--- src/rbd_pkg.sv ---
// Package for the RGB332 box downscaler: widths, types and helper functions.
// No dependencies; used by every module of the block.
package rbd_pkg;

    localparam int MAX_OUT_WIDTH  = 800;
    localparam int MAX_OUT_HEIGHT = 600;
    localparam int MAX_IN_DIM     = 4096;

    localparam int DIM_W      = 13;   // configured dimension
    localparam int CNT_W      = 12;   // input position counters
    localparam int COORD_W    = 10;   // reduced-image coordinates
    localparam int SCALE_W    = 3;
    localparam int MAX_SCALE  = 7;
    localparam int PIX_W      = 8;
    localparam int RG_SUM_W   = 9;    // 49 * 7 fits
    localparam int B_SUM_W    = 8;    // 49 * 3 fits
    localparam int RECIP_W    = 17;
    localparam int RECIP_SH   = 16;
    localparam int SUM_DEPTH  = 1024;
    localparam int SUM_AW     = 10;
    localparam int CFG_IDX_W  = 1;

    typedef enum logic [CFG_IDX_W-1:0] {
        REG_IN_WIDTH  = 1'b0,
        REG_IN_HEIGHT = 1'b1
    } cfg_reg_t;

    typedef struct packed {
        logic [RG_SUM_W-1:0] r;
        logic [RG_SUM_W-1:0] g;
        logic [B_SUM_W-1:0]  b;
    } sums_t;

    // Per-pixel control from the scan counters.
    typedef struct packed {
        logic               first;       // first pixel of its block
        logic               last_blk;    // last pixel of its block
        logic               whole;       // pixel lies in a whole block
        logic               last_frame;  // block is the final one of the frame
        logic [COORD_W-1:0] col;
        logic [COORD_W-1:0] row;
    } pix_ctl_t;

    // Finished block sums on their way to the divider.
    typedef struct packed {
        sums_t              sums;
        logic               last_frame;
        logic [COORD_W-1:0] col;
        logic [COORD_W-1:0] row;
    } blk_sum_t;

    function automatic logic [DIM_W-1:0] clamp_dim(input logic [DIM_W-1:0] v);
        logic [DIM_W-1:0] r;
        r = v;
        if (v == '0)
            r = DIM_W'(1);
        else if (32'(v) > MAX_IN_DIM)
            r = DIM_W'(MAX_IN_DIM);
        return r;
    endfunction

    // Smallest s with w/s <= MAX_OUT_WIDTH and h/s <= MAX_OUT_HEIGHT,
    // i.e. w < s*(MAX_OUT_WIDTH+1) and h < s*(MAX_OUT_HEIGHT+1).
    function automatic logic [SCALE_W-1:0] derive_scale(input logic [DIM_W-1:0] w,
                                                        input logic [DIM_W-1:0] h);
        logic [SCALE_W-1:0] sw;
        logic [SCALE_W-1:0] sh;
        sw = SCALE_W'(1);
        sh = SCALE_W'(1);
        for (int k = 1; k < MAX_SCALE; k++)
        begin
            if (32'(w) >= k * (MAX_OUT_WIDTH + 1))
                sw = SCALE_W'(k + 1);
            if (32'(h) >= k * (MAX_OUT_HEIGHT + 1))
                sh = SCALE_W'(k + 1);
        end
        return (sw > sh) ? sw : sh;
    endfunction

    // ceil(2^16 / s^2); exact floor for sums below 512.
    function automatic logic [RECIP_W-1:0] area_recip(input logic [SCALE_W-1:0] s);
        logic [RECIP_W-1:0] r;
        case (s)
            3'd1:    r = RECIP_W'(65536);
            3'd2:    r = RECIP_W'(16384);
            3'd3:    r = RECIP_W'(7282);
            3'd4:    r = RECIP_W'(4096);
            3'd5:    r = RECIP_W'(2622);
            3'd6:    r = RECIP_W'(1821);
            3'd7:    r = RECIP_W'(1338);
            default: r = RECIP_W'(65536);
        endcase
        return r;
    endfunction

endpackage

--- src/rbd_avg.sv ---
// Divides block sums by scale squared via reciprocal multiply; output register.
// Depends on rbd_pkg.
module rbd_avg (
    input  logic                          clk,
    input  logic                          rst_n,
    input  logic                          adv,
    input  logic                          blk_valid,
    input  rbd_pkg::blk_sum_t             blk,
    input  logic [rbd_pkg::RECIP_W-1:0]   recip,
    output logic                          out_valid,
    output logic [rbd_pkg::PIX_W-1:0]     out_pixel,
    output logic [rbd_pkg::COORD_W-1:0]   out_col,
    output logic [rbd_pkg::COORD_W-1:0]   out_row,
    output logic                          last_of_frame
);

    localparam int PROD_W = rbd_pkg::RG_SUM_W + rbd_pkg::RECIP_W;
    localparam int SH     = rbd_pkg::RECIP_SH;

    logic [PROD_W-1:0]               prod_r, prod_g, prod_b;
    logic                            out_valid_reg;
    logic [rbd_pkg::PIX_W-1:0]       pixel_reg;
    logic [rbd_pkg::COORD_W-1:0]     col_reg, row_reg;
    logic                            last_reg;

    assign prod_r = PROD_W'(blk.sums.r) * PROD_W'(recip);
    assign prod_g = PROD_W'(blk.sums.g) * PROD_W'(recip);
    assign prod_b = PROD_W'(blk.sums.b) * PROD_W'(recip);

    always_ff @(posedge clk or negedge rst_n)
    begin
        if (!rst_n)
            out_valid_reg <= 1'b0;
        else if (adv)
            out_valid_reg <= blk_valid;
    end

    always_ff @(posedge clk)
    begin
        if (adv && blk_valid)
        begin
            pixel_reg <= {prod_r[SH+2:SH], prod_g[SH+2:SH], prod_b[SH+1:SH]};
            col_reg   <= blk.col;
            row_reg   <= blk.row;
            last_reg  <= blk.last_frame;
        end
    end

    assign out_valid     = out_valid_reg;
    assign out_pixel     = pixel_reg;
    assign out_col       = col_reg;
    assign out_row       = row_reg;
    assign last_of_frame = last_reg;

endmodule

--- config.mk ---
export PLATFORM = sky130hd
export DESIGN_NAME = rbd_avg
export DESIGN_NICKNAME = d
export VERILOG_FILES = /design/src/rbd_pkg.sv /design/src/rbd_avg.sv
export SDC_FILE = /design/constraint.sdc
export NUM_CORES = 1
export LEC_CHECK = 0
export BUFFER_PORTS_ARGS = -buffer_cell sky130_fd_sc_hd__buf_2
export CORE_MARGIN = 1.5
export CORE_UTILIZATION = 60
export CTS_CLUSTER_SIZE = 25
export DETAILED_ROUTE_END_ITERATION = 7
export PLACE_DENSITY = 0.79
export REMOVE_ABC_BUFFERS = 1
export SYNTH_ARGS = -nofsm -noshare
export SYNTH_HDL_FRONTEND = slang
export SYNTH_SLANG_ARGS = --single-unit
--- constraint.sdc ---
create_clock -name clk -period 0.9 [get_ports clk]
set_input_delay 0.135 -clock clk [delete_from_list [all_inputs] [get_ports clk]]
set_output_delay 0.135 -clock clk [all_outputs]
set_load 0.02 [all_outputs]
# == Yosys cells after proc, flatten, opt, wreduce, memory -nomap -nowiden ==
# Index checks and enable logic that the tools add are counted.
# totals
reg_bits,30
rom_bits,0
latch_bits,0
ramBits,0
mem_count,0
# op_classes
reduce_logical,1
muxes,0
bitwise_logic,0
shift,0
mul,3
n_eq_ne,0
magnitude_cmp,0
div_mod_pow,0
add_sub_neg,0
# op_table
operator,count
multiplier 9 x 17 -> 19 bit,2
multiplier 8 x 17 -> 18 bit,1
logical AND 1 bit,1

# == Depth between registers and ports, before layout ==
# Gate-level depths: netlist of the first run.
# logic_depth
word_depth,1
depth_mapped,16

# == Worst setup path before layout of the first run ==
# OpenSTA, ideal clock, no wires.
# synth_timing
kind,input-to-reg
startpoint,input port recip[12] in the netlist's numbering
endpoint,"register pixel_reg (netlist bit out_pixel[3]), data pin"
n_path_buf,2
path_stages,16
setup_time_ns,0.180
t_arrival_ns,4.203
setup_slack_ns,-3.483
path_cell_list,clkbuf_1 clkbuf_1 nand2_1 fa_1 inv_1 fa_1 fa_1 inv_1 fa_1 inv_1 ha_1 nand4_1 nor2_1 a221o_1 or4_1 o311ai_1
# synth_via
elab_chain_len,1
# synth_lines
element,line,rtl
"start, declared",rbd_avg.sv:9,"input logic [rbd_pkg::RECIP_W-1:0] recip,"
multiplier 9 x 17 -> 19 bit,rbd_avg.sv:27,assign prod_g = PROD_W'(blk.sums.g) * PROD_W'(recip);
named net prod_g[17],rbd_avg.sv:20,"logic [PROD_W-1:0] prod_r, prod_g, prod_b;"
"end signal, assigned",rbd_avg.sv:42,"pixel_reg <= {prod_r[SH+2:SH], prod_g[SH+2:SH], prod_b[SH+1:SH]};"
"end, declared",rbd_avg.sv:22,logic [rbd_pkg::PIX_W-1:0] pixel_reg;
# The timed path passes the listed nets, and every way through them passes these cells.
# A chain may end at the register's enable or synchronous reset.

# == Worst setup path after layout of the first run ==
# layout_timing
startpoint,input port recip[5] in the netlist's numbering
endpoint,"register pixel_reg (netlist bit out_pixel[3]), data pin"
# Same word-level chain as after synthesis.

==> results of run 1 <==
## metrics by stage
stage / power (mW) / hold WS, ns / cells / util
floorplan: 15.3 / -0.161 / 1124 / -
global placement: 20.1 / -0.0903 / 1566 / 0.693
detailed placement: 20.9 / -0.0890 / 1566 / 0.693
CTS: 25.2 / 0.0175 / 1588 / 0.744
global route: 30.7 / 0.0146 / 1590 / 0.763
finish: 27.7 / 0.0186 / 1590 / 0.763
## cells in the mapped netlist (2+ instances only)
master	n
edfxtp_1	29
nor3_1	3
xnor3_1	3
xnor2_1	30
clkbuf_1	54
a221oi_1	2
and2_1	228
xor2_1	9
o21a_1	2
buf_2	5
ha_1	71
fa_1	243
o21ai_0	4
o2111ai_1	2
and3_1	3
inv_1	303
a21o_1	10
nor2_1	6
nand4_1	3
a21oi_1	6
nand2_1	145
nand3_1	3
## final cells by class
class                   instances  area [µm²]
clock buffers                   6         139
clock inverters                 2        12.5
fillers                      1139        4230
inverters                     303        1140
multi-input cells             791        9020
flip-flops and latches         30         896
well taps                     229         287
repair buffers                229        2110
## what timing repair did
item,4_1_cts,5_1_grt
setup endpoints to repair,38,39
hold endpoints to repair,1,0
cloned,4,1
hold buffers,1,0
gates resized for setup,151,82
pin swaps,60,34
buffers inserted,10,2
## worst max path at each step
stage                   end  slack, ns  cells after the start
5_1_grt        out_pixel[3]      -3.30                     16
6_report       out_pixel[3]      -3.20                     16
4_1_cts        out_pixel[3]      -3.03                     15
3_3_place_gp   out_pixel[1]      -3.55                     15
2_1_floorplan  out_pixel[3]      -3.02                     14
3_5_place_dp   out_pixel[1]      -3.60                     15
## worst register-to-register path: stages (launching register included)
cell and delay (ns):
dfrtp_1 0.39, buf_4 0.13, mux2_2 0.26
## cells by family after synthesis
logic type      synth area share
compound gates            0.0280
xor+xnor                  0.0377
fa+ha+maj                  0.530
buf+inv                    0.127
flops                     0.0825
mux                      0.00104
simple gates               0.194
## layout by cell type, fill, tap and decap left out, types with 13 or more instances in the layout
master and instances:
and2_4 28, and2_1 200, fa_1 233, xnor2_1 29, buf_6 48, inv_1 293
buf_2 42, buf_4 115, edfxtp_1 29, ha_4 13, ha_1 56, buf_12 15
nand2_1 140
## layer usage
metal  part of all wire  track usage  vias up
met3              0.077       0.0640       90
li1                   -            -     3745
met4              0.035        0.115        0
met5                  0            0        -
met2               0.52        0.551      363
met1               0.37        0.374     4254
## power by group through the flow
stage | sequential, mW | combinational (mW) | clock, mW
final | 2.36 | 23.5 | 1.83
after CTS | 2.35 | 21.1 | 1.82
after floorplan | 2.63 | 12.6 | 0
after global routing | 2.39 | 26.5 | 1.85
after global placement | 2.32 | 17.8 | 0
after detailed placement | 2.33 | 18.6 | 0
==> out/qor.yml, run 1 <==
status: "complete, but fails checks"
ys_async_sr_fraction: 0.0333
drv_cap: 0
htree_levels: 2
synth_top_area_frac: 0.448
combPwrFrac: 0.849
pre_cts_ws_ns: -3.60
period_share: 4.56
drive_gt1_frac: 0.242
sw_frac_of_total: 0.468
numPortBuffers: 97
crit_required_ns: 1.02
rows: 49
setup_viol: 38
vias: 8452
grt_max_degree: 17
critPathMaxStageDelay_ns: 0.64
die_w_um: 138
clock_path_buffers: 2
antenna_found_initial: 0
cp_max_fo: 6
ir_drop_v: 0.00358
reg2reg_depth: 2
ant_nets: 0
cts-root-buf: "clkbuf_16"
vias_per_cell: 5.32
clkPwrFrac: 0.066
cts_tree: "built"
drc: 0
synth-edff-count: 29
yosys.area.top_type: "fa_1"
hp-start: "blk[2]"
wirelength_um: 28400
wl_per_cell_um: 17.8
synth_sequential_area_ratio: 0.0825
grtUsageTotal: 0.311
drt_pass1_iterations: 6
die_y_um: 138
critPathBufInv: 6
drv_slew: 0
gp_congestion: 0.878
path_cells: "buf_12 > buf_12 > nand2_1 > fa_1 > fa_1 > inv_2 > fa_1 > inv_1 > fa_1 > inv_1 > ha_1 > inv_2 > a2111oi_4 > a221o_1 > or4_4 > o311ai_2"
power_density_nw_per_um2: 2040
grt_overflow: 0
r2r_end: "out_valid"
cts_made_buffers: 5
start_util: 0.609
syn_to_final_growth_pct: 25.3
core_um2: 17800
grt_pass1_wl_um: 44800
drt_iter0_markers: 415
worstPathArrival_ns: 4.22
critPathLaunchType: "input port"
clock_latency_ns: 0.28
internal_power_mw: 14.7
yosysUniqueCellTypes: 42
fmax_ghz: 0.244
cellLeakagePower_nw: 6.98
ff2ff_setup_slack_ns: 0
worstSetupPathType: "in -> reg"
fin_ws_ns: -3.20
ios: 98
reg2reg_from: "out_valid"
fin_skew_ns: 0
critPathCaptureType: "register"
seqPwrFrac: 0.085
yosysWarnings: 0
yosys-top-cells-area: "fa_1 (45%), and2_1 (13%), inv_1 (10%), ha_1 (8.2%), edfxtp_1 (8.0%)"
rsz0062_at_grt: "yes"
synth_seq_cells: 30
fin_tns_setup_ns: -25.86
cts.sinks: 30
violations: "negative setup slack"
startpoint: "recip[5]"
placed_cell_area_um2: 12400
nets: 1742
hold_viol: 0
syn_inst: 1184
hpwlAfterDp_um: 20800
syn_area_um2: 10900
final.min_clock_period_ns: 4.10
design_area_um2: 13600
tightest_slew_ns: 0.355
crit_top_cell: "fa_1"
diodes: 0
slew-limit-headroom: 0.763
whs_endpoint: "out_row[2]"
hold_class: "in -> reg"
critPathSlowestCell: "fa_1"
clkTransAtPathRegs_ns: 0.06
dieArea_um2: 18900
synth_area_per_cell_um2: 9.17
first_global_vias: 9509
p_sw_mw: 13.0
ys.flop_type: "edfxtp_1"
crit_family: "adder cells"
worstHoldPathCells: 1
No activity file was read; power rests on OpenSTA's default activity.
==> inputs of run 2 (changes only) <==
Settings changed: RECOVER_POWER from default to 25, REMOVE_ABC_BUFFERS 1 to default.
==> run 2 against run 1 <==
Compared with the run above: critical path type unchanged; design area shrank 0.52%; largest cell class unchanged; worst hold slack got worse by 0.011 ns; power increased by 2.4%; largest power group unchanged; the run still ends with negative setup slack left; sequential power barely moved.
==> out/qor.yml, run 2 (same netlist as run 1, synthesis figures left out) <==
syn_to_final_growth_pct: 24.7
worstPathArrival_ns: 4.11  # -0.11 ns
cts_tree: "built"
clock_latency_ns: 0.30  # +0.02 ns
slew-limit-headroom: 0.646  # -0.118
start_util: 0.609  # unchanged
setup_viol: 38  # unchanged
fmax_ghz: 0.246  # +0.89%
r2r_end: "out_valid"
clkPwrFrac: 0.061  # -0.005
internal_power_mw: 14.9  # +1.1%
whs_endpoint: "out_col[1]"
die_w_um: 138  # unchanged
syn_nets: 1566
numPortBuffers: 97  # unchanged
cts-root-buf: "clkbuf_16"
first_global_vias: 9213  # -3.1%
wirelength_um: 28200  # -0.62%
cts_made_buffers: 5  # unchanged
sw_frac_of_total: 0.475  # +0.00678
drive_gt1_frac: 0.246  # +0.00459
final_common_cell: "inv_1"
period_share: 4.52  # -0.0402
nets: 1741  # -0.057%
placed_cell_area_um2: 12600  # +1.7%
critPathSlowestCell: "fa_1"
drv_slew: 0  # unchanged
multi_input_area_um2: 9040  # +0.21%
fin_ws_ns: -3.16  # +0.0362 ns
critPathMaxStageDelay_ns: 0.52  # -0.12 ns
cts.sinks: 30  # unchanged
ff2ff_setup_slack_ns: 0.13  # +0.13 ns
clkTransAtPathRegs_ns: 0.07  # about the same
ir_drop_v: 0.00370  # +3.3%
antenna_found_initial: 0  # unchanged
gp_congestion: 0.850  # -3.1%
design_area_um2: 13500  # -0.52%
mostFrequentLayoutCells: "inv_1 (290), fa_1 (236), and2_1 (197)"
hp-start: "blk[11]"
power_density_nw_per_um2: 2100  # +2.9%
drv_cap: 0  # unchanged
hpwlAfterDp_um: 21200  # +2.1%
drt_iter0_markers: 549  # +32%
status: "complete, but fails checks"
grtUsageTotal: 0.311  # about the same
drc: 0  # unchanged
crit_top_cell: "fa_1"
hold_viol: 0  # unchanged
hold_class: "in -> reg"
ios: 98  # unchanged
drt_pass1_iterations: 6  # unchanged
fin_skew_ns: 0  # unchanged
worstHoldPathCells: 1  # unchanged
grt_overflow: 0  # unchanged
cellLeakagePower_nw: 6.93  # -0.72%
finalPower_mw: 28.4  # +2.4%
vias: 8460  # +0.095%
rsz0062_at_grt: "yes"
htree_levels: 2  # unchanged
rows: 49  # unchanged
worstSetupPathType: "in -> reg"
die_y_um: 138  # unchanged
ant_nets: 0  # unchanged
critPathLaunchType: "input port"
wl_per_cell_um: 17.7  # -0.56%
p_sw_mw: 13.5  # +3.9%
path_cells: "clkbuf_4 > buf_12 > and2_1 > fa_1 > fa_1 > fa_1 > inv_1 > fa_1 > inv_1 > ha_1 > and3_4 > a221oi_4 > o2111ai_2 > a31oi_1 > xnor2_1"
combPwrFrac: 0.855  # +0.006
clock_path_buffers: 2  # unchanged
crit_required_ns: 0.95  # -0.07 ns
dieArea_um2: 18900  # unchanged
critPathCaptureType: "register"
cp_max_fo: 14  # +8
vias_per_cell: 5.32  # +0.16%
core_um2: 17800  # unchanged
seqPwrFrac: 0.084  # about the same
holdWs_ns: 0.00743  # -0.0111 ns
utilization: 0.759  # -0.00393
final.min_clock_period_ns: 4.06  # -0.0362 ns
grt_max_degree: 20  # +3
ff_latch_area_um2: 896  # unchanged
diodes: 0  # unchanged
tightest_slew_ns: 0.531  # +0.176 ns
reg2reg_from: "out_valid"
grt_pass1_wl_um: 44800  # -0.17%
violations: "negative setup slack"
fillers: 1130  # -0.79%
reg2reg_depth: 1  # -1
[run 2: critical path, delay by kind of cell]
kind | cells | cell delay (ns)
AOI/OAI and AO/OA | 3 | 0.77
and+or+nand+nor | 2 | 0.36
xor gates and xnor gates | 1 | 0.12
adders and majority gates | 5 | 2.19
buffers and inverters | 4 | 0.51
[run 2: cell type report]
cell class / count / area share
clock inverter: 3 / 0.00120
tap: 229 / 0.0212
sequential: 30 / 0.0662
clock buffer: 5 / 0.00924
multi-input combinational: 791 / 0.668
inverter: 303 / 0.0840
timing repair buffer: 228 / 0.150
[run 2: power by group through the flow]
stage / clock, mW / sequential [mW] / combinational (mW)
after floorplan: 0 / 2.63 / 14.3
after global placement: 0 / 2.33 / 19.7
after detailed placement: 0 / 2.34 / 20.6
after CTS: 1.74 / 2.36 / 22.5
after global routing: 1.79 / 2.39 / 27.1
final: 1.75 / 2.38 / 24.3
[run 2: worst max-delay path by stage]
| stage | startpoint | end | slack (ns) | depth (start not counted) |
|---|---|---|---|---|
| floorplan | blk[29] | out_pixel[3] | -3.17 | 16 |
| global placement | recip[6] | out_pixel[1] | -3.38 | 15 |
| detailed placement | recip[5] | out_pixel[7] | -3.45 | 15 |
| CTS | recip[7] | out_pixel[3] | -3.02 | 15 |
| global route | recip[1] | out_pixel[7] | -3.23 | 15 |
| finish | recip[1] | out_pixel[7] | -3.16 | 15 |
[run 2: layer usage]
metal | GRT usage | part of all wire
met5 | 0 | 0
met4 | 0.148 | 0.053
met2 | 0.550 | 0.52
met1 | 0.385 | 0.38
met3 | 0.0305 | 0.051
[run 2: timing repair]
action	CTS	global route
hold buffers	1	0
pin swaps	44	33
resized for setup	123	64
setup buffers	7	5
endpoints found under the setup margin	38	38
endpoints found under the hold margin	1	0
cloned	1	0
[run 2: through the flow]
step	cells	TNS, ns	setup WS (ns)
after global routing	1589	-27.12	-3.23
after detailed placement	1567	-26.94	-3.45
after CTS	1584	-25.18	-3.02
after global placement	1567	-26.30	-3.38
after floorplan	1184	-23.68	-3.17
final	1589	-25.87	-3.16
==> inputs of run 3 (changes only) <==
Settings changed: GPL_TIMING_DRIVEN from default to 0.
==> run 3 against run 2 <==
Compared with the run above: the flow still finishes with violations (negative setup slack); register-to-register slack is essentially flat; utilization up 2.1 points; cell count decreased by 0.57%.
==> out/qor.yml, run 3 (same netlist as run 1, synthesis figures left out) <==
die_w_um: 138  # unchanged
internal_power_mw: 15.4  # +3.1%
start_util: 0.609  # unchanged
use_met1: 0.422  # +0.0371
critPathMaxStageDelay_ns: 0.63  # +0.11 ns
slew-limit-headroom: 0.517  # -0.128
final.min_clock_period_ns: 4.62  # +0.557 ns
power_density_nw_per_um2: 2190  # +4.2%
antenna_found_initial: 2  # +2
gp_congestion: 0.913  # +7.4%
ir_drop_v: 0.00228  # -38%
drive_gt1_frac: 0.243  # -0.00336
wl_per_cell_um: 23.6  # +33%
path_cells: "buf_4 > buf_8 > buf_4 > buf_4 > and2_1 > fa_1 > inv_1 > fa_1 > inv_1 > fa_1 > inv_1 > fa_1 > inv_1 > ha_1 > nor3_1 > nor2_1 > o41ai_4 > xnor2_1"
cts-root-buf: "clkbuf_16"
combPwrFrac: 0.851  # -0.004
use_met3: 0.0769  # +0.0464
setup_viol: 38  # unchanged
drv_cap: 0  # unchanged
ios: 98  # unchanged
gr-usage-met2: 0.614  # +0.0644
rsz0062_at_grt: "yes"
hp-start: "blk[18]"
fin_tns_setup_ns: -28.16  # -2.29 ns
worstSetupPathType: "in -> reg"
drt_iter0_markers: 940  # +71%
hold_class: "in -> reg"
mostFrequentLayoutCells: "inv_1 (292), fa_1 (231), and2_1 (194)"
grtUsageTotal: 0.366  # +0.0548
ff2ff_setup_slack_ns: 0.12  # about the same
p_sw_mw: 15.0  # +11%
tightest_slew_ns: 0.719  # +0.187 ns
final_common_cell: "inv_1"
drc: 0  # unchanged
worstPathArrival_ns: 4.63  # +0.52 ns
utilization: 0.780  # +0.0208
cp_max_fo: 8  # -6
grt_overflow: 0  # unchanged
fin_ws_ns: -3.72  # -0.557 ns
holdWs_ns: 0.0163  # +0.00886 ns
clkPwrFrac: 0.074  # +0.013
numPortBuffers: 92  # -5.2%
syn_to_final_growth_pct: 28.1
hpwlAfterDp_um: 22400  # +5.6%
clock_path_buffers: 2  # unchanged
clock_latency_ns: 0.28  # -0.02 ns
seqPwrFrac: 0.075  # -0.009
grt_max_degree: 30  # +50%
cts.sinks: 30  # unchanged
critPathSlowestCell: "nor3_1"
vias: 9307  # +10%
syn_nets: 1566  # unchanged
critPathLaunchType: "input port"
nets: 1731  # -0.57%
sw_frac_of_total: 0.494  # +0.0195
rows: 49  # unchanged
violations: "negative setup slack"
period_share: 5.13  # +0.618
vias_per_cell: 5.89  # +11%
drt_pass1_iterations: 6  # unchanged
status: "complete, but fails checks"
cts_made_buffers: 5  # unchanged
crit_required_ns: 0.91  # -0.04 ns
ant_nets: 0  # unchanged
grt-busiest-layer: "met2"
grt_pass1_wl_um: 51200  # +14%
fin_skew_ns: 0  # unchanged
die_y_um: 138  # unchanged
clkTransAtPathRegs_ns: 0.06  # about the same
cts_tree: "built"
place_inst: 1505  # -4.0%
startpoint: "blk[32]"
htree_levels: 2  # unchanged
core_um2: 17800  # unchanged
dieArea_um2: 18900  # unchanged
reg2reg_from: "out_valid"
critPathCaptureType: "register"
wirelength_um: 37200  # +32%
cellLeakagePower_nw: 7.06  # +1.9%
hold_viol: 0  # unchanged
drv_slew: 0  # unchanged
first_global_vias: 9969  # +8.2%
fin_cells: 1580  # -0.57%
fmax_ghz: 0.216  # -12%
-- run 3: cell types whose count changed in the layout (fill, tap and decap cells not counted), moves of 3 or more --
| cell | change |
|---|---|
| and2_1 | -3 |
| and2_4 | +3 |
| buf_12 | -10 |
| buf_4 | -54 |
| buf_6 | +9 |
| buf_8 | +12 |
| clkbuf_16 | +16 |
| clkbuf_8 | +17 |
| fa_1 | -5 |
| fa_2 | +5 |
| nand2_1 | +6 |
| nand2_2 | -6 |
-- run 3: what timing repair did --
| action | in CTS | in global routing |
|---|---|---|
| hold buffers | 1 | 0 |
| hold endpoints to repair | 1 | 0 |
| setup buffers | 39 | 21 |
| gates cloned | 5 | 0 |
| setup endpoints to repair | 38 | 38 |
| pin swaps | 54 | 67 |
| gates resized for setup | 188 | 125 |
-- run 3: layer usage --
layer / vias to the layer above / part of all wire
met4: 0 / 0.094
met1: 4574 / 0.33
met2: 695 / 0.47
met3: 312 / 0.11
li1: 3726 / -
met5: - / 0
-- run 3: worst max-delay path: cells and delay by family --
kind                       cells  cell delay (ns)
adders and majority gates      5             2.46
and+or+nand+nor                3             0.97
AOI/OAI and AO/OA              1             0.10
xor gates and xnor gates       1             0.16
buffers and inverters          8             0.82
-- run 3: final timing paths --
kind / endpoint / depth (start not counted)
min in group asynchronous: out_valid / 2
hold reg to reg: out_valid / 1
setup / recovery: out_pixel[4] / 18
hold / removal: out_col[8] / 1
setup reg to reg: out_valid / 1
max in group asynchronous: out_valid / 2
-- run 3: stage by stage --
| stage | power (mW) | cell area, µm² | setup slack (ns) |
|---|---|---|---|
| 2_1_floorplan | 16.9 | 11200 | -3.17 |
| 3_3_place_gp | 20.8 | 11900 | -3.96 |
| 3_5_place_dp | 21.6 | 11900 | -3.99 |
| 4_1_cts | 26.7 | 13400 | -3.30 |
| 5_1_grt | 32.6 | 13900 | -3.70 |
| 6_report | 30.4 | 13900 | -3.72 |
-- run 3: area by class of cell --
type	count	area [µm²]
multi-input combinational	791	9080
fill	1009	3930
timing repair buffer	158	1350
inverter	303	1140
buffer	60	968
sequential	30	896
tap	229	287
clock buffer	5	125
clock inverter	3	63.8
antenna	1	2.50
-- run 3: power groups by stage --
stage / logic (mW) / clock network (mW) / registers (mW)
final: 25.9 / 2.25 / 2.29
after CTS: 22.3 / 2.19 / 2.25
after floorplan: 14.3 / 0 / 2.63
after global routing: 28.0 / 2.29 / 2.31
after global placement: 18.5 / 0 / 2.23
after detailed placement: 19.4 / 0 / 2.24
