===== src/rbd_pkg.sv =====
// Package for the RGB332 box downscaler: widths, types and helper functions.
// No dependencies; used by every module of the block.
package rbd_pkg;

    localparam int MAX_OUT_WIDTH  = 800;
    localparam int MAX_OUT_HEIGHT = 600;
    localparam int MAX_IN_DIM     = 4096;

    localparam int DIM_W      = 13;   // configured dimension
    localparam int CNT_W      = 12;   // input position counters
    localparam int COORD_W    = 10;   // reduced-image coordinates
    localparam int SCALE_W    = 3;
    localparam int MAX_SCALE  = 7;
    localparam int PIX_W      = 8;
    localparam int RG_SUM_W   = 9;    // 49 * 7 fits
    localparam int B_SUM_W    = 8;    // 49 * 3 fits
    localparam int RECIP_W    = 17;
    localparam int RECIP_SH   = 16;
    localparam int SUM_DEPTH  = 1024;
    localparam int SUM_AW     = 10;
    localparam int CFG_IDX_W  = 1;

    typedef enum logic [CFG_IDX_W-1:0] {
        REG_IN_WIDTH  = 1'b0,
        REG_IN_HEIGHT = 1'b1
    } cfg_reg_t;

    typedef struct packed {
        logic [RG_SUM_W-1:0] r;
        logic [RG_SUM_W-1:0] g;
        logic [B_SUM_W-1:0]  b;
    } sums_t;

    // Per-pixel control from the scan counters.
    typedef struct packed {
        logic               first;       // first pixel of its block
        logic               last_blk;    // last pixel of its block
        logic               whole;       // pixel lies in a whole block
        logic               last_frame;  // block is the final one of the frame
        logic [COORD_W-1:0] col;
        logic [COORD_W-1:0] row;
    } pix_ctl_t;

    // Finished block sums on their way to the divider.
    typedef struct packed {
        sums_t              sums;
        logic               last_frame;
        logic [COORD_W-1:0] col;
        logic [COORD_W-1:0] row;
    } blk_sum_t;

    function automatic logic [DIM_W-1:0] clamp_dim(input logic [DIM_W-1:0] v);
        logic [DIM_W-1:0] r;
        r = v;
        if (v == '0)
            r = DIM_W'(1);
        else if (32'(v) > MAX_IN_DIM)
            r = DIM_W'(MAX_IN_DIM);
        return r;
    endfunction

    // Smallest s with w/s <= MAX_OUT_WIDTH and h/s <= MAX_OUT_HEIGHT,
    // i.e. w < s*(MAX_OUT_WIDTH+1) and h < s*(MAX_OUT_HEIGHT+1).
    function automatic logic [SCALE_W-1:0] derive_scale(input logic [DIM_W-1:0] w,
                                                        input logic [DIM_W-1:0] h);
        logic [SCALE_W-1:0] sw;
        logic [SCALE_W-1:0] sh;
        sw = SCALE_W'(1);
        sh = SCALE_W'(1);
        for (int k = 1; k < MAX_SCALE; k++)
        begin
            if (32'(w) >= k * (MAX_OUT_WIDTH + 1))
                sw = SCALE_W'(k + 1);
            if (32'(h) >= k * (MAX_OUT_HEIGHT + 1))
                sh = SCALE_W'(k + 1);
        end
        return (sw > sh) ? sw : sh;
    endfunction

    // ceil(2^16 / s^2); exact floor for sums below 512.
    function automatic logic [RECIP_W-1:0] area_recip(input logic [SCALE_W-1:0] s);
        logic [RECIP_W-1:0] r;
        case (s)
            3'd1:    r = RECIP_W'(65536);
            3'd2:    r = RECIP_W'(16384);
            3'd3:    r = RECIP_W'(7282);
            3'd4:    r = RECIP_W'(4096);
            3'd5:    r = RECIP_W'(2622);
            3'd6:    r = RECIP_W'(1821);
            3'd7:    r = RECIP_W'(1338);
            default: r = RECIP_W'(65536);
        endcase
        return r;
    endfunction

endpackage


===== src/rbd_scan.sv =====
// Raster position counters, dimension registers and scale derivation.
// Depends on rbd_pkg.
module rbd_scan (
    input  logic                          clk,
    input  logic                          rst_n,
    input  logic                          cfg_we,
    input  logic [rbd_pkg::CFG_IDX_W-1:0] cfg_index,
    input  logic [rbd_pkg::DIM_W-1:0]     cfg_data,
    input  logic                          accept,
    output rbd_pkg::pix_ctl_t             ctl,
    output logic [rbd_pkg::RECIP_W-1:0]   recip
);

    logic [rbd_pkg::DIM_W-1:0]   eff_w_reg, eff_w_next;
    logic [rbd_pkg::DIM_W-1:0]   eff_h_reg, eff_h_next;
    logic [rbd_pkg::SCALE_W-1:0] scale_reg, scale_next;
    logic [rbd_pkg::RECIP_W-1:0] recip_reg, recip_next;

    logic [rbd_pkg::CNT_W-1:0]   in_col_reg, in_col_next;
    logic [rbd_pkg::CNT_W-1:0]   in_row_reg, in_row_next;
    logic [rbd_pkg::CNT_W-1:0]   col_base_reg, col_base_next;
    logic [rbd_pkg::CNT_W-1:0]   row_base_reg, row_base_next;
    logic [rbd_pkg::SCALE_W-1:0] sub_col_reg, sub_col_next;
    logic [rbd_pkg::SCALE_W-1:0] sub_row_reg, sub_row_next;
    logic [rbd_pkg::COORD_W-1:0] blk_col_reg, blk_col_next;
    logic [rbd_pkg::COORD_W-1:0] blk_row_reg, blk_row_next;

    logic                        cfg_hit;
    logic [rbd_pkg::DIM_W-1:0]   new_w, new_h;
    logic [rbd_pkg::DIM_W-1:0]   scale_ext, scale_x2;
    logic [rbd_pkg::DIM_W-1:0]   col_end1, col_end2, row_end1, row_end2;
    logic [rbd_pkg::SCALE_W:0]   sub_col_inc, sub_row_inc;

    // Block whole when base + s <= dim; last whole block when base + 2s > dim.
    assign scale_ext = rbd_pkg::DIM_W'(scale_reg);
    assign scale_x2  = {scale_ext[rbd_pkg::DIM_W-2:0], 1'b0};
    assign col_end1  = rbd_pkg::DIM_W'(col_base_reg) + scale_ext;
    assign col_end2  = rbd_pkg::DIM_W'(col_base_reg) + scale_x2;
    assign row_end1  = rbd_pkg::DIM_W'(row_base_reg) + scale_ext;
    assign row_end2  = rbd_pkg::DIM_W'(row_base_reg) + scale_x2;

    always_comb
    begin
        ctl.first      = (sub_col_reg == '0) && (sub_row_reg == '0);
        ctl.last_blk   = (sub_col_reg == scale_reg - 1'b1) &&
                         (sub_row_reg == scale_reg - 1'b1);
        ctl.whole      = (col_end1 <= eff_w_reg) && (row_end1 <= eff_h_reg);
        ctl.last_frame = (col_end2 > eff_w_reg) && (row_end2 > eff_h_reg);
        ctl.col        = blk_col_reg;
        ctl.row        = blk_row_reg;
    end

    assign recip       = recip_reg;
    assign sub_col_inc = {1'b0, sub_col_reg} + 1'b1;
    assign sub_row_inc = {1'b0, sub_row_reg} + 1'b1;

    always_comb
    begin
        cfg_hit = 1'b0;
        new_w   = eff_w_reg;
        new_h   = eff_h_reg;
        case (cfg_index)
            rbd_pkg::REG_IN_WIDTH:
            begin
                cfg_hit = cfg_we;
                new_w   = rbd_pkg::clamp_dim(cfg_data);
            end
            rbd_pkg::REG_IN_HEIGHT:
            begin
                cfg_hit = cfg_we;
                new_h   = rbd_pkg::clamp_dim(cfg_data);
            end
            default:
            begin
                cfg_hit = 1'b0;
            end
        endcase
    end

    always_comb
    begin
        eff_w_next    = eff_w_reg;
        eff_h_next    = eff_h_reg;
        scale_next    = scale_reg;
        recip_next    = recip_reg;
        in_col_next   = in_col_reg;
        in_row_next   = in_row_reg;
        col_base_next = col_base_reg;
        row_base_next = row_base_reg;
        sub_col_next  = sub_col_reg;
        sub_row_next  = sub_row_reg;
        blk_col_next  = blk_col_reg;
        blk_row_next  = blk_row_reg;

        if (cfg_hit)
        begin
            // New geometry: rescale and restart the frame.
            eff_w_next    = new_w;
            eff_h_next    = new_h;
            scale_next    = rbd_pkg::derive_scale(new_w, new_h);
            recip_next    = rbd_pkg::area_recip(scale_next);
            in_col_next   = '0;
            in_row_next   = '0;
            col_base_next = '0;
            row_base_next = '0;
            sub_col_next  = '0;
            sub_row_next  = '0;
            blk_col_next  = '0;
            blk_row_next  = '0;
        end
        else if (accept)
        begin
            if (rbd_pkg::DIM_W'(in_col_reg) + 1'b1 >= eff_w_reg)
            begin
                in_col_next   = '0;
                col_base_next = '0;
                sub_col_next  = '0;
                blk_col_next  = '0;
                if (rbd_pkg::DIM_W'(in_row_reg) + 1'b1 >= eff_h_reg)
                begin
                    in_row_next   = '0;
                    row_base_next = '0;
                    sub_row_next  = '0;
                    blk_row_next  = '0;
                end
                else
                begin
                    in_row_next = in_row_reg + 1'b1;
                    if (sub_row_inc >= {1'b0, scale_reg})
                    begin
                        sub_row_next  = '0;
                        blk_row_next  = blk_row_reg + 1'b1;
                        row_base_next = in_row_reg + 1'b1;
                    end
                    else
                    begin
                        sub_row_next = sub_row_inc[rbd_pkg::SCALE_W-1:0];
                    end
                end
            end
            else
            begin
                in_col_next = in_col_reg + 1'b1;
                if (sub_col_inc >= {1'b0, scale_reg})
                begin
                    sub_col_next  = '0;
                    blk_col_next  = blk_col_reg + 1'b1;
                    col_base_next = in_col_reg + 1'b1;
                end
                else
                begin
                    sub_col_next = sub_col_inc[rbd_pkg::SCALE_W-1:0];
                end
            end
        end
    end

    always_ff @(posedge clk or negedge rst_n)
    begin
        if (!rst_n)
        begin
            eff_w_reg    <= rbd_pkg::DIM_W'(rbd_pkg::MAX_OUT_WIDTH);
            eff_h_reg    <= rbd_pkg::DIM_W'(rbd_pkg::MAX_OUT_HEIGHT);
            scale_reg    <= rbd_pkg::SCALE_W'(1);
            recip_reg    <= rbd_pkg::area_recip(rbd_pkg::SCALE_W'(1));
            in_col_reg   <= '0;
            in_row_reg   <= '0;
            col_base_reg <= '0;
            row_base_reg <= '0;
            sub_col_reg  <= '0;
            sub_row_reg  <= '0;
            blk_col_reg  <= '0;
            blk_row_reg  <= '0;
        end
        else
        begin
            eff_w_reg    <= eff_w_next;
            eff_h_reg    <= eff_h_next;
            scale_reg    <= scale_next;
            recip_reg    <= recip_next;
            in_col_reg   <= in_col_next;
            in_row_reg   <= in_row_next;
            col_base_reg <= col_base_next;
            row_base_reg <= row_base_next;
            sub_col_reg  <= sub_col_next;
            sub_row_reg  <= sub_row_next;
            blk_col_reg  <= blk_col_next;
            blk_row_reg  <= blk_row_next;
        end
    end

endmodule


===== config.mk =====
export PLATFORM = sky130hd
export DESIGN_NAME = rbd_scan
export DESIGN_NICKNAME = d
export VERILOG_FILES = /design/src/rbd_pkg.sv /design/src/rbd_scan.sv
export SDC_FILE = /design/constraint.sdc
export NUM_CORES = 1
export LEC_CHECK = 0
export BUFFER_PORTS_ARGS = -buffer_cell sky130_fd_sc_hd__buf_2
export CORE_ASPECT_RATIO = 0.7
export CORE_MARGIN = 2
export CORE_UTILIZATION = 50
export DETAILED_ROUTE_END_ITERATION = 8
export GPL_ROUTABILITY_DRIVEN = 0
export MAX_ROUTING_LAYER = met4
export PLACE_DENSITY_LB_ADDON = 0.08
export SLEW_MARGIN = 20
export SYNTH_ARGS = -nofsm -noshare
export SYNTH_HDL_FRONTEND = slang
export SYNTH_SLANG_ARGS = --single-unit
export TNS_END_PERCENT = 100

===== constraint.sdc =====
create_clock -name clk -period 4.6 [get_ports clk]
set_clock_uncertainty 0.2 [all_clocks]
set_input_delay 0.92 -clock clk [delete_from_list [all_inputs] [get_ports clk]]
set_output_delay 0.92 -clock clk [all_outputs]
set_load 0.01 [all_outputs]

# After elaboration in Yosys (flattened, before gate mapping)
# Index checks and enable logic that the tools add are counted.
# totals
ff_bits	120
inputBits	18
word_cells	123
output_inout_bits	41
# classes
reduce_logical	14
n_addsub	13
mux	54
order_cmp	22
eq_ne	8
# op_table
op	n
$mux 12	16
$pmux 17 s6	1
$mux 10	9
$ge 13x12->1 const B	6
$mux 3	22
$mux 13	4
$ge 13x11->1 const B	3
$add 12x1->13 const B	2
$add 12x3->13	2
$add 12x4->13	2
$ge 13x10->1 const B	2
$ge 13x13->1	2
$gt 13x13->1	2
$le 13x13->1	2
$add 12x1->12 const B	2
$add 10x1->10 const B	2
$ge 13x13->1 const B	1
$gt 13x13->1 const B	1
$logic_not 13->1	1
$eq 3x3->1 const B	4
$add 3x1->4 const B	2
$ge 4x3->1	2
$eq 3x2->1 const B	2
$eq 3x3->1	2
9 further kinds	17

# Longest topological paths before layout
# Gate-level depths: netlist (run 1).
# depth
ltp_word	16
depth_mapped	20
ltp_nobuf	17

# Worst setup path before layout (run 1)
# OpenSTA, ideal clock, no wires.
# synth_path
kind	in2reg
startpoint	in cfg_data[8] (netlist bit)
endpoint	reg recip_reg (netlist bit recip[3])
setup_slack_ns	0.303
path_buffers	1
setup_ns	0.121
required_time_ns	4.279
arrival_time_ns	3.976
stages	17
cell_sequence	buf_6 or4_4 nor4_4 nor4_1 o41ai_2 a31o_1 a31o_4 nand2_1 ha_1 nor2b_1 o21ai_0 nand2b_1 nand2_1 nor3_1 a31oi_4 nand2b_4 a22o_1
# synth_via
elab_chain_cells	16
elab_cells_between_ends	41
cone_classes	order compare: 14; eq/ne: 6; mux: 20; reduce/logical: 1
# synth_lines
item	line	source
start, declared	rbd_scan.sv:8	input logic [rbd_pkg::DIM_W-1:0] cfg_data,
$gt 13x13->1	rbd_pkg.sv:57	else if (32'(v) > MAX_IN_DIM)
$mux 13	rbd_pkg.sv:57	
$mux 13 (*)	rbd_pkg.sv:55	if (v == '0)
$mux 13	rbd_scan.sv:62	case (cfg_index)
$ge 13x10->1, on equally long branches	rbd_pkg.sv:72, rbd_pkg.sv:74	
$mux 2, on equally long branches	rbd_pkg.sv:72, rbd_pkg.sv:74	
$mux 3, on equally long branches (5 in series)	rbd_pkg.sv:72, rbd_pkg.sv:74	
$mux 3	rbd_scan.sv:95	if (cfg_hit)
$gt 3x3->1	rbd_pkg.sv:77	return (sw > sh) ? sw : sh;
$mux 3 (*)	rbd_pkg.sv:77	
$eq 3x3->1 / $eq 3x2->1 (equally long branches)	rbd_pkg.sv:83	case (s)
$pmux 17 s6 (*)	rbd_pkg.sv:83	
end signal, assigned	rbd_scan.sv:165	recip_reg <= rbd_pkg::area_recip(rbd_pkg::SCALE_W'(1));
end signal, assigned	rbd_scan.sv:180	recip_reg <= recip_next;
end, declared	rbd_scan.sv:17	logic [rbd_pkg::RECIP_W-1:0] recip_reg, recip_next;
# Every way passes the cells marked *; elsewhere a longest branch is shown, timed or not. The select of a mux whose other input is x is not followed.
# A chain may end at the register's enable or synchronous reset.

==> impl_metrics.env, run 1 <==
export IMPL_reg2reg_depth=16
export IMPL_syn_inst=1136
export IMPL_wl_mm=27.3
export IMPL_layout_setup_ws_ns=-0.00226
export IMPL_critPathSlowestCell="dfstp_2"
export IMPL_max_slew_margin_pct=48.0
export IMPL_path_clk_slew_ns=0.06
export IMPL_final_cell_mix="nand2_1, dfrtp_1, ha_1"
export IMPL_cts_root_buf="clkbuf_16"
export IMPL_p_seq_share_pct=29.0
export IMPL_whs_path_depth=1
export IMPL_ctsHtreeMaxLevel=4
export IMPL_setup_viol=1
export IMPL_clk_path_buf_depth=2
export IMPL_grt_setup_unrepaired="true"
export IMPL_antenna_found_initial=0
export IMPL_cts_made_buffers=17
export IMPL_hold_violations=0
export IMPL_drt_first_pass_iters=5
export IMPL_r2r_end="blk_col_reg[9]"
export IMPL_critical_path_class="flip-flop to primary output"
export IMPL_peakVddDrop_mv=0.291
export IMPL_place_ws_ns=0.0246
export IMPL_maxCapViolCount=0
export IMPL_async_reset_ff_share_pct=100
export IMPL_final_common_cell="nand2_1"
export IMPL_synth_edf_count=0
export IMPL_cts_sinks=115
export IMPL_clk_latency_ns=0.42
export IMPL_port_buffers=55
export IMPL_die_x_microns=170
export IMPL_io_pins=59
export IMPL_synth_seq_area_share_pct=30.1
export IMPL_reg2reg_from="in_col_reg[1]"
export IMPL_grt_max_degree=60
export IMPL_fin_crit_sh_pct=100
export IMPL_dpl_cell_area_sq_mm=0.0104
export IMPL_p_per_area_mw_per_mm2=424
export IMPL_startpoint_type="flip-flop"
export IMPL_whs_ns=0.277
export IMPL_dpl_cell_count=1439
export IMPL_arrival_ns=3.48
export IMPL_drt_iter0_markers=888
export IMPL_grt_pass1_vias=8230
export IMPL_max_freq_ghz=0.217
export IMPL_yosys_warnings=0
export IMPL_overflow=0
export IMPL_die_h_microns=120
export IMPL_critical_path_cell_chain="ha_4, a21o_1, a21oi_2, nor2b_2, buf_4, and4_1, xor2_1, ha_1, o211ai_1, nor2_1, a211oi_1, o31ai_1, a21oi_1, a2bb2oi_2, buf_2"
export IMPL_hp_class="flip-flop to flip-flop"
export IMPL_synthToLayoutAreaGrowth_pct=17.5
export IMPL_tightest_slew_ns=0.780
export IMPL_combPwrFrac_pct=42.2
export IMPL_fill_cells=1682
export IMPL_cts_tree="done"
export IMPL_synth_seq_cells=115
export IMPL_p_clk_share_pct=28.8
export IMPL_start_util_pct=50.8
export IMPL_intPower_mw=2.96
export IMPL_p_leak_nw=5.39
export IMPL_synth_avg_cell_area_sq_um=8.44
export IMPL_r2r_slack_ns=0.47
export IMPL_violations="negative setup slack"
export IMPL_fin_cells=1478
export IMPL_max_stage_delay_ns=0.67
export IMPL_synth_area_sq_mm=0.00959
export IMPL_status="finished, violations left"
export IMPL_drive_above_1_share_pct=17.2
export IMPL_ys_flop_type="dfrtp_1"
export IMPL_final_cell_area_sq_mm=0.0113
export IMPL_p_sw_mw=1.82
export IMPL_dieArea_sq_mm=0.0203
export IMPL_nets=1353
export IMPL_via_count=8811
export IMPL_grt_pass1_wl_mm=44.6
export IMPL_ys_types=86
export IMPL_antenna_left=0
export IMPL_antenna_cells=0
export IMPL_viasPerCell=5.96
export IMPL_wl_per_cell_microns=18.5
export IMPL_dp_hpwl_mm=20.7
export IMPL_min_period_ns=4.60
export IMPL_crit_path_end_kind="primary output"
export IMPL_final_max_slew_violation_count=0
export IMPL_crit_fanout=5
export IMPL_num_rows=42
export IMPL_cp_data_required_time_ns=3.48
export IMPL_drcViolationCount=0
export IMPL_p_total_mw=4.78
export IMPL_min_delay_worst_endpoint="recip[14]"
export IMPL_core_area_sq_mm=0.0189
export IMPL_grtUsageTotal_pct=28.6
export IMPL_switching_share_pct=38.1
export IMPL_min_from="recip[14]"
[per-stage QoR]
| step | TNS [ns] | utilization [%] |
|---|---|---|
| 4_1_cts | 0 | 58.8 |
| 5_1_grt | -0.191 | 59.7 |
| 6_report | -0.00226 | 59.7 |
| 3_5_place_dp | 0 | 55.2 |
| 3_3_place_gp | 0 | 55.2 |
| 2_1_floorplan | 0 | - |
[worst max-delay path by stage]
stage	startpoint	depth (start not counted)	end
3_5_place_dp	cfg_index	18	recip[3]
4_1_cts	scale_reg[1]	15	ctl[21]
6_report	scale_reg[0]	15	ctl[21]
3_3_place_gp	cfg_data[12]	16	recip[12]
5_1_grt	scale_reg[0]	13	ctl[20]
2_1_floorplan	cfg_data[8]	17	recip[3]
[cell type report]
class / count / area, sq um / share of cell area (%)
Clock inverter: 8 / 128 / 1.13
Inverter: 61 / 229 / 2.03
Timing Repair Buffer: 122 / 818 / 7.26
Sequential cell: 115 / 2890 / 25.7
Clock buffer: 24 / 482 / 4.27
Tap cell: 242 / 303 / 2.69
Multi-Input combinational cell: 906 / 6420 / 56.9
[worst max-delay path: cells and delay by family, from the launching register on]
family | cells | cell delay, ns
xor gates and xnor gates | 1 | 0.19
AOI/OAI and AO/OA | 7 | 0.97
buffers and inverters | 2 | 0.31
and+or+nand+nor | 3 | 0.46
adders and majority gates | 2 | 0.46
DFF | 1 | 0.67
[repair_timing]
item	CTS	global route
hold endpoints to repair	0	0
pin swaps	1	21
endpoints found under the setup margin	2	25
gates cloned	0	0
hold buffers	0	0
buffers inserted	3	4
gates resized for setup	13	32
[power by group through the flow]
stage                     logic (mW)  clock network [mW]  registers (mW)
after CTS                       1.92                1.39            1.37
after global placement          1.84                   0            1.39
after floorplan                 1.26                   0            1.37
final                           2.02                1.37            1.39
after detailed placement        1.87                   0            1.39
after global routing            2.29                1.43            1.41
[logic make-up after synthesis]
group                    synth area share (%)
adder cells (fa/ha/maj)                  14.9
flip-flops                               30.1
multiplexers                            0.548
XOR/XNOR                                 6.12
AO/OA/AOI/OAI                            22.2
other                                  0.0391
AND/OR/NAND/NOR                          21.1
buffers and inverters                    4.96
[Yosys cell counts (all sizes together), types with 22 or more instances]
library cell | instances | area share [%]
nand2 | 140 | 5.5
ha | 108 | 14
dfrtp | 106 | 28
o21ai | 103 | 5.4
nor2 | 68 | 2.7
inv | 59 | 2.3
a21oi | 48 | 2.5
nand3 | 40 | 2.1
clkbuf | 38 | 1.5
xor2 | 35 | 3.2
xnor2 | 32 | 2.9
o31ai | 30 | 2.3
and3 | 25 | 1.6
nand4 | 23 | 1.5
a21o | 22 | 1.7
[per-layer routing]
layer	vias to the layer above	GRT usage [%]	wire length, microns
met4	0	6.14	261
met5	-	-	0
met2	335	37.4	10800
met3	22	6.89	2350
li1	4302	-	-
met1	4152	44.0	13900
(Power assumes the default switching activity.)
==> run 2: changes to the inputs <==
--- a/config.mk
+++ b/config.mk
@@ -14,5 +14,5 @@
 export MAX_ROUTING_LAYER = met4
 export PLACE_DENSITY_LB_ADDON = 0.08
-export SLEW_MARGIN = 20
+export SLEW_MARGIN = 15
 export SYNTH_ARGS = -nofsm -noshare
 export SYNTH_HDL_FRONTEND = slang
==> constraint.sdc (replaced) <==
create_clock -name clk -period 4.6 [get_ports clk]
set_clock_uncertainty 0.2 [all_clocks]
set_input_delay 0.46 -clock clk [delete_from_list [all_inputs] [get_ports clk]]
set_output_delay 0.46 -clock clk [all_outputs]
set_load 0.01 [all_outputs]
==> run 2 against run 1 <==
Net effect: the run now ends clean; power is 2.6% lower; die area unchanged; sequential cell count unchanged; final cell count down 2.5%; clock-buffer cell count decreased by 4; fmax is 3.1% higher; setup slack better by 0.14 ns; worst hold slack lost 0.11 ns; critical path type unchanged; largest cell class unchanged; highest routed layer unchanged.
==> impl_metrics.env, run 2 (synthesis gave the netlist of run 1 again) <==
export IMPL_status="finished, final reports clean"
export IMPL_core_area_sq_mm=0.0189
export IMPL_drive_above_1_share_pct=12.7
export IMPL_cp_data_required_time_ns=3.94
export IMPL_crit_fanout=7
export IMPL_min_period_ns=4.46
export IMPL_final_common_cell="nand2_1"
export IMPL_setup_tns_ns=0
export IMPL_antenna_found_initial=0
export IMPL_critical_path_class="flip-flop to primary output"
export IMPL_hold_violations=0
export IMPL_synthToLayoutAreaGrowth_pct=12.7
export IMPL_max_freq_ghz=0.224
export IMPL_layout_setup_ws_ns=0.136
export IMPL_dpl_cell_count=1408
export IMPL_maxCapViolCount=0
export IMPL_io_pins=59
export IMPL_grtUsageTotal_pct=28.1
export IMPL_p_sw_mw=1.79
export IMPL_crit_buf_inv=1
export IMPL_via_count=8576
export IMPL_timing_critical_path_mode_cell="o21a_1"
export IMPL_viasPerCell=5.95
export IMPL_switching_share_pct=38.4
export IMPL_hp_class="primary input to flip-flop"
export IMPL_drcViolationCount=0
export IMPL_fin_cells=1441
export IMPL_die_h_microns=120
export IMPL_grt_pass1_wl_mm=43.6
export IMPL_drt_first_pass_iters=5
export IMPL_antenna_left=0
export IMPL_min_from="cfg_data[3]"
export IMPL_peakVddDrop_mv=0.270
export IMPL_startpoint_type="flip-flop"
export IMPL_die_x_microns=170
export IMPL_grt_max_degree=49
export IMPL_whs_path_depth=3
export IMPL_antenna_cells=0
export IMPL_cts_made_buffers=17
export IMPL_dpl_cell_area_sq_mm=0.0102
export IMPL_final_max_slew_violation_count=0
export IMPL_arrival_ns=3.80
export IMPL_r2r_slack_ns=0.39
export IMPL_place_ws_ns=0.254
export IMPL_final_cell_area_sq_mm=0.0108
export IMPL_critPathSlowestCell="dfstp_2"
export IMPL_start_util_pct=50.8
export IMPL_postCtsSetupRepairBufs=0
export IMPL_fin_util_pct=57.3
export IMPL_overflow=0
export IMPL_dp_hpwl_mm=20.2
export IMPL_cts_sinks=115
export IMPL_clk_path_buf_depth=2
export IMPL_reg2reg_depth=17
export IMPL_max_stage_delay_ns=0.65
export IMPL_combPwrFrac_pct=39.7
export IMPL_grt_setup_unrepaired="false"
export IMPL_setup_viol=0
export IMPL_cts_root_buf="clkbuf_16"
export IMPL_critical_path_cell_chain="ha_1, fa_1, ha_1, nor2b_1, o21a_1, o21a_1, o21a_1, o211ai_1, a21oi_1, a211oi_1, o21ai_0, a2bb2oi_2, buf_2"
export IMPL_reg2reg_from="in_col_reg[0]"
export IMPL_min_delay_worst_endpoint="eff_w_reg[3]"
export IMPL_max_slew_margin_pct=57.7
export IMPL_nets=1316
export IMPL_grt_pass1_vias=8021
export IMPL_whs_ns=0.163
export IMPL_intPower_mw=2.86
export IMPL_p_clk_share_pct=30.5
export IMPL_cp_top_family="compound AO/OA/AOI/OAI gates"
export IMPL_ctsHtreeMaxLevel=4
export IMPL_p_total_mw=4.65
export IMPL_fin_crit_sh_pct=97.0
export IMPL_port_buffers=55
export IMPL_wl_mm=26.5
export IMPL_num_rows=42
export IMPL_clk_latency_ns=0.43
export IMPL_p_per_area_mw_per_mm2=431
export IMPL_tightest_slew_ns=0.628
export IMPL_final_cell_mix="nand2_1, ha_1, dfrtp_1"
export IMPL_r2r_end="blk_row_reg[0]"
export IMPL_p_leak_nw=5.17
export IMPL_wl_per_cell_microns=18.4
export IMPL_crit_path_end_kind="primary output"
export IMPL_cts_tree="done"
export IMPL_drt_iter0_markers=820
export IMPL_path_clk_slew_ns=0.06
export IMPL_p_seq_share_pct=29.8
export IMPL_dieArea_sq_mm=0.0203
run 2: routing by layer:
metal	wire length, microns	track usage [%]	share of wire, %	vias to the layer above
met5	0	-	0	-
met4	291	6.73	1.1	0
met3	2050	7.49	7.7	29
met2	10500	36.6	39	301
met1	13700	42.5	52	4020
li1	-	-	-	4226
run 2: cell type report:
| type | instances | area (sq um) |
|---|---|---|
| well taps | 242 | 303 |
| fillers | 1722 | 8060 |
| multi-input cells | 906 | 6250 |
| inverters | 61 | 229 |
| clock buffers | 20 | 447 |
| clock inverters | 12 | 179 |
| repair buffers | 85 | 505 |
| flip-flops and latches | 115 | 2890 |
run 2: how the worst max path moves through the flow:
stage	startpoint	depth (start not counted)	to	slack, ns
6_report	scale_reg[0]	13	ctl[21]	0.14
5_1_grt	scale_reg[0]	15	ctl[21]	0.004
4_1_cts	scale_reg[1]	15	ctl[21]	0.04
3_5_place_dp	in_col_reg[0]	15	blk_row_reg[5]	0.25
3_3_place_gp	cfg_index	18	recip[5]	0.36
2_1_floorplan	in_col_reg[0]	19	blk_col_reg[2]	0.61
run 2: worst register-to-register path: stages, from the launching register on:
cell and delay (ns):
dfrtp_1 0.44, ha_1 0.25, and3_1 0.21, and3_1 0.24
and3_1 0.28, nand3_1 0.13, xor2_1 0.22, inv_1 0.07
ha_1 0.30, nand2_1 0.06, o311ai_0 0.30, o21ai_1 0.19
buf_4 0.20, a21o_1 0.28, nor2_1 0.14, buf_4 0.20
nand2_1 0.20, o21ai_0 0.22
run 2: power groups by stage:
stage / Combinational (mW) / Clock, mW / Sequential [mW]
after floorplan: 1.26 / 0 / 1.37
after global placement: 1.79 / 0 / 1.40
after detailed placement: 1.81 / 0 / 1.39
after CTS: 1.83 / 1.44 / 1.38
after global routing: 2.09 / 1.48 / 1.41
final: 1.85 / 1.42 / 1.39
run 2: timing repair:
action,CTS,global route
hold endpoints to repair,43,0
gates resized for setup,0,7
endpoints found under the setup margin,0,20
hold buffers,1,0
==> run 3: changes to the inputs <==
- ABC_AREA: default -> 1
==> run 3 against run 2 <==
Net effect: clock power is 5% higher; combinational power decreased by 5%; clock-buffer cell count fell by 3; non-clock buffer count fell by 12; power decreased by 2.3%; setup slack gained 0.15 ns; critical path type unchanged.
==> impl_metrics.env, run 3 <==
export IMPL_overflow=0
export IMPL_synth_largest_area_cell="dfrtp_1"
export IMPL_grt_pass1_wl_mm=42.0
export IMPL_setup_viol=0
export IMPL_dp_hpwl_mm=19.6
export IMPL_dpl_cell_count=1632
export IMPL_grt_setup_unrepaired="false"
export IMPL_clk_path_buf_depth=2
export IMPL_fin_cells=1667
export IMPL_clk_latency_ns=0.42
export IMPL_maxCapViolCount=0
export IMPL_antenna_found_initial=1
export IMPL_tightest_slew_ns=0.614
export IMPL_syn_inst=1351
export IMPL_io_pins=59
export IMPL_ys_flop_type="dfrtp_1"
export IMPL_hp_class="flip-flop to flip-flop"
export IMPL_via_count=8871
export IMPL_drt_first_pass_iters=5
export IMPL_max_slew_margin_pct=59.1
export IMPL_p_total_mw=4.55
export IMPL_synthAdderAreaFrac_pct=14.8
export IMPL_cts_tree="done"
export IMPL_drt_iter0_markers=647
export IMPL_yosys_area_share_simple_pct=28.7
export IMPL_synth_avg_cell_area_sq_um=7.14
export IMPL_arrival_ns=3.66
export IMPL_ys_types=55
export IMPL_wl_per_cell_microns=15.2
export IMPL_synth_top_cell_area_share_pct=27.5
export IMPL_final_cell_mix="nand2_1, inv_1, o21ai_0"
export IMPL_hold_violations=0
export IMPL_synth_edf_count=0
export IMPL_setup_tns_ns=0
export IMPL_num_rows=42
export IMPL_fin_util_pct=57.4
export IMPL_viasPerCell=5.32
export IMPL_r2r_end="blk_row_reg[4]"
export IMPL_fin_crit_sh_pct=93.8
export IMPL_critical_path_class="flip-flop to primary output"
export IMPL_dieArea_sq_mm=0.0204
export IMPL_whs_path_depth=2
export IMPL_cts_sinks=115
export IMPL_start_util_pct=51.0
export IMPL_r2r_slack_ns=0.50
export IMPL_critPathSlowestCell="dfrtp_1"
export IMPL_drcViolationCount=0
export IMPL_core_area_sq_mm=0.0189
export IMPL_synth_top_family_by_area="simple AND/OR/NAND/NOR gates"
export IMPL_timing_critical_path_mode_cell="inv_1"
export IMPL_path_clk_slew_ns=0.06
export IMPL_grt_pass1_vias=8234
export IMPL_crit_fanout=4
export IMPL_antenna_left=0
export IMPL_die_h_microns=120
export IMPL_synthTopCellsByCount="nand2_1, inv_1, o21ai_0"
export IMPL_fill_cells=1867
export IMPL_port_buffers=55
export IMPL_reg2reg_from="in_row_reg[2]"
export IMPL_final_common_cell="nand2_1"
export IMPL_cts_root_buf="clkbuf_16"
export IMPL_crit_path_end_kind="primary output"
export IMPL_async_reset_ff_share_pct=100
export IMPL_synth_seq_area_share_pct=30.0
export IMPL_wl_mm=25.3
export IMPL_synth_seq_cells=115
export IMPL_p_leak_nw=5.61
export IMPL_max_stage_delay_ns=0.43
export IMPL_crit_buf_inv=4
export IMPL_reg2reg_depth=20
export IMPL_nets=1541
export IMPL_yosysMostFrequentCell="nand2_1"
export IMPL_yosys_warnings=0
export IMPL_drive_above_1_share_pct=12.1
export IMPL_final_max_slew_violation_count=0
export IMPL_p_per_area_mw_per_mm2=419
export IMPL_cts_made_buffers=17
export IMPL_synth_xor_area_share_pct=4.91
export IMPL_synth_mux_area_fraction_pct=0
export IMPL_grtUsageTotal_pct=26.6
export IMPL_cp_top_family="compound AO/OA/AOI/OAI gates"
export IMPL_status="finished, final reports clean"
export IMPL_min_period_ns=4.32
export IMPL_die_x_microns=170
export IMPL_synthTopCellsByArea="dfrtp_1, ha_1, nand2_1"
export IMPL_synth_area_sq_mm=0.00964
export IMPL_min_delay_worst_endpoint="recip[12]"
export IMPL_synthToLayoutAreaGrowth_pct=12.7
export IMPL_ctsHtreeMaxLevel=4
export IMPL_synth_compound_area_share_pct=12.6
export IMPL_startpoint_type="flip-flop"
export IMPL_critical_path_cell_chain="ha_1, fa_1, a21oi_2, inv_1, nand3_1, xor2_1, inv_1, ha_1, nand2_1, inv_1, nand3_1, o21bai_1, a31oi_1, a211oi_1, o21ai_1, o311ai_1, a21oi_1, buf_2"
export IMPL_cp_data_required_time_ns=3.94
export IMPL_grt_max_degree=54
export IMPL_max_freq_ghz=0.232
export IMPL_peakVddDrop_mv=0.285
export IMPL_min_from="recip[12]"
[run 3: cell types whose count changed in the layout (fill, tap and decap cells not counted), moves of 22 or more]
cell | before | now
and3_1 | 25 | 1
nand2_1 | 139 | 334
nand3_1 | 40 | 97
a21o_1 | 22 | 0
xnor2_1 | 32 | 8
inv_1 | 59 | 176
o31ai_1 | 30 | 2
nor2_1 | 68 | 103
[run 3: area by class of cell]
cell class,instances,area (sq um),area share (%)
Sequential cell,115,2890,26.6
Clock inverter,15,220,2.03
Tap cell,242,303,2.79
Multi-Input combinational cell,1022,5920,54.5
Timing Repair Buffer,73,415,3.82
Inverter,182,683,6.29
Antenna cell,1,2.50,0.0230
Clock buffer,17,425,3.92
[run 3: kinds of logic after synthesis]
kind of cell	count (synthesis)
xor+xnor	54
other cells	1
simple gates	632
compound gates	221
buf+inv	216
fa+ha+maj	112
flops	115
[run 3: per-stage QoR]
stage / instance area (sq um) / setup slack (ns) / hold WS, ns
2_1_floorplan: 9650 / 1.01 / -0.0356
3_3_place_gp: 10200 / 0.420 / 0.243
3_5_place_dp: 10200 / 0.337 / 0.241
4_1_cts: 10800 / 0.0654 / 0.282
5_1_grt: 10900 / 0.0288 / 0.306
6_report: 10900 / 0.285 / 0.278
[run 3: worst max-delay path by stage]
stage	to	cells after the start	slack [ns]	from
floorplan	recip[0]	26	1.01	cfg_data[0]
global placement	recip[4]	23	0.42	cfg_data[12]
detailed placement	recip[4]	29	0.34	cfg_data[4]
CTS	ctl[20]	18	0.07	scale_reg[0]
global route	ctl[21]	17	0.03	scale_reg[0]
finish	ctl[20]	18	0.28	col_base_reg[1]
[run 3: what timing repair did]
item	CTS	global route
gates resized for setup	0	9
setup buffers	0	1
hold buffers	1	0
hold endpoints to repair	31	0
setup endpoints to repair	0	2
[run 3: layer usage]
| layer | up-vias | wire, microns | track usage, % |
|---|---|---|---|
| li1 | 4561 | - | - |
| met1 | 4099 | 13600 | 40.0 |
| met2 | 194 | 10100 | 37.5 |
| met3 | 17 | 1290 | 4.91 |
| met4 | 0 | 257 | 5.34 |
| met5 | - | 0 | - |
[run 3: power by group]
part	switching, mW	internal [mW]	total [mW]	leakage, nW
combinational	1.11	0.647	1.76	3.78
sequential	0.135	1.17	1.30	1.52
clock	0.562	0.925	1.49	0.313
[run 3: worst reg2reg max path, stage by stage, from the launching register on]
cell,delay (ns)
dfrtp_1,0.37
inv_1,0.06
nor3_1,0.30
nand4_1,0.21
nor4_1,0.45
nand3_1,0.16
xor2_1,0.21
inv_1,0.06
ha_1,0.29
nand2_1,0.09
o21ai_0,0.11
a21oi_1,0.13
nand3_1,0.13
nor2_1,0.27
nand2_1,0.13
nand2_1,0.19
inv_1,0.08
buf_4,0.21
nand4_1,0.11
xor2_1,0.16
nor2_1,0.05
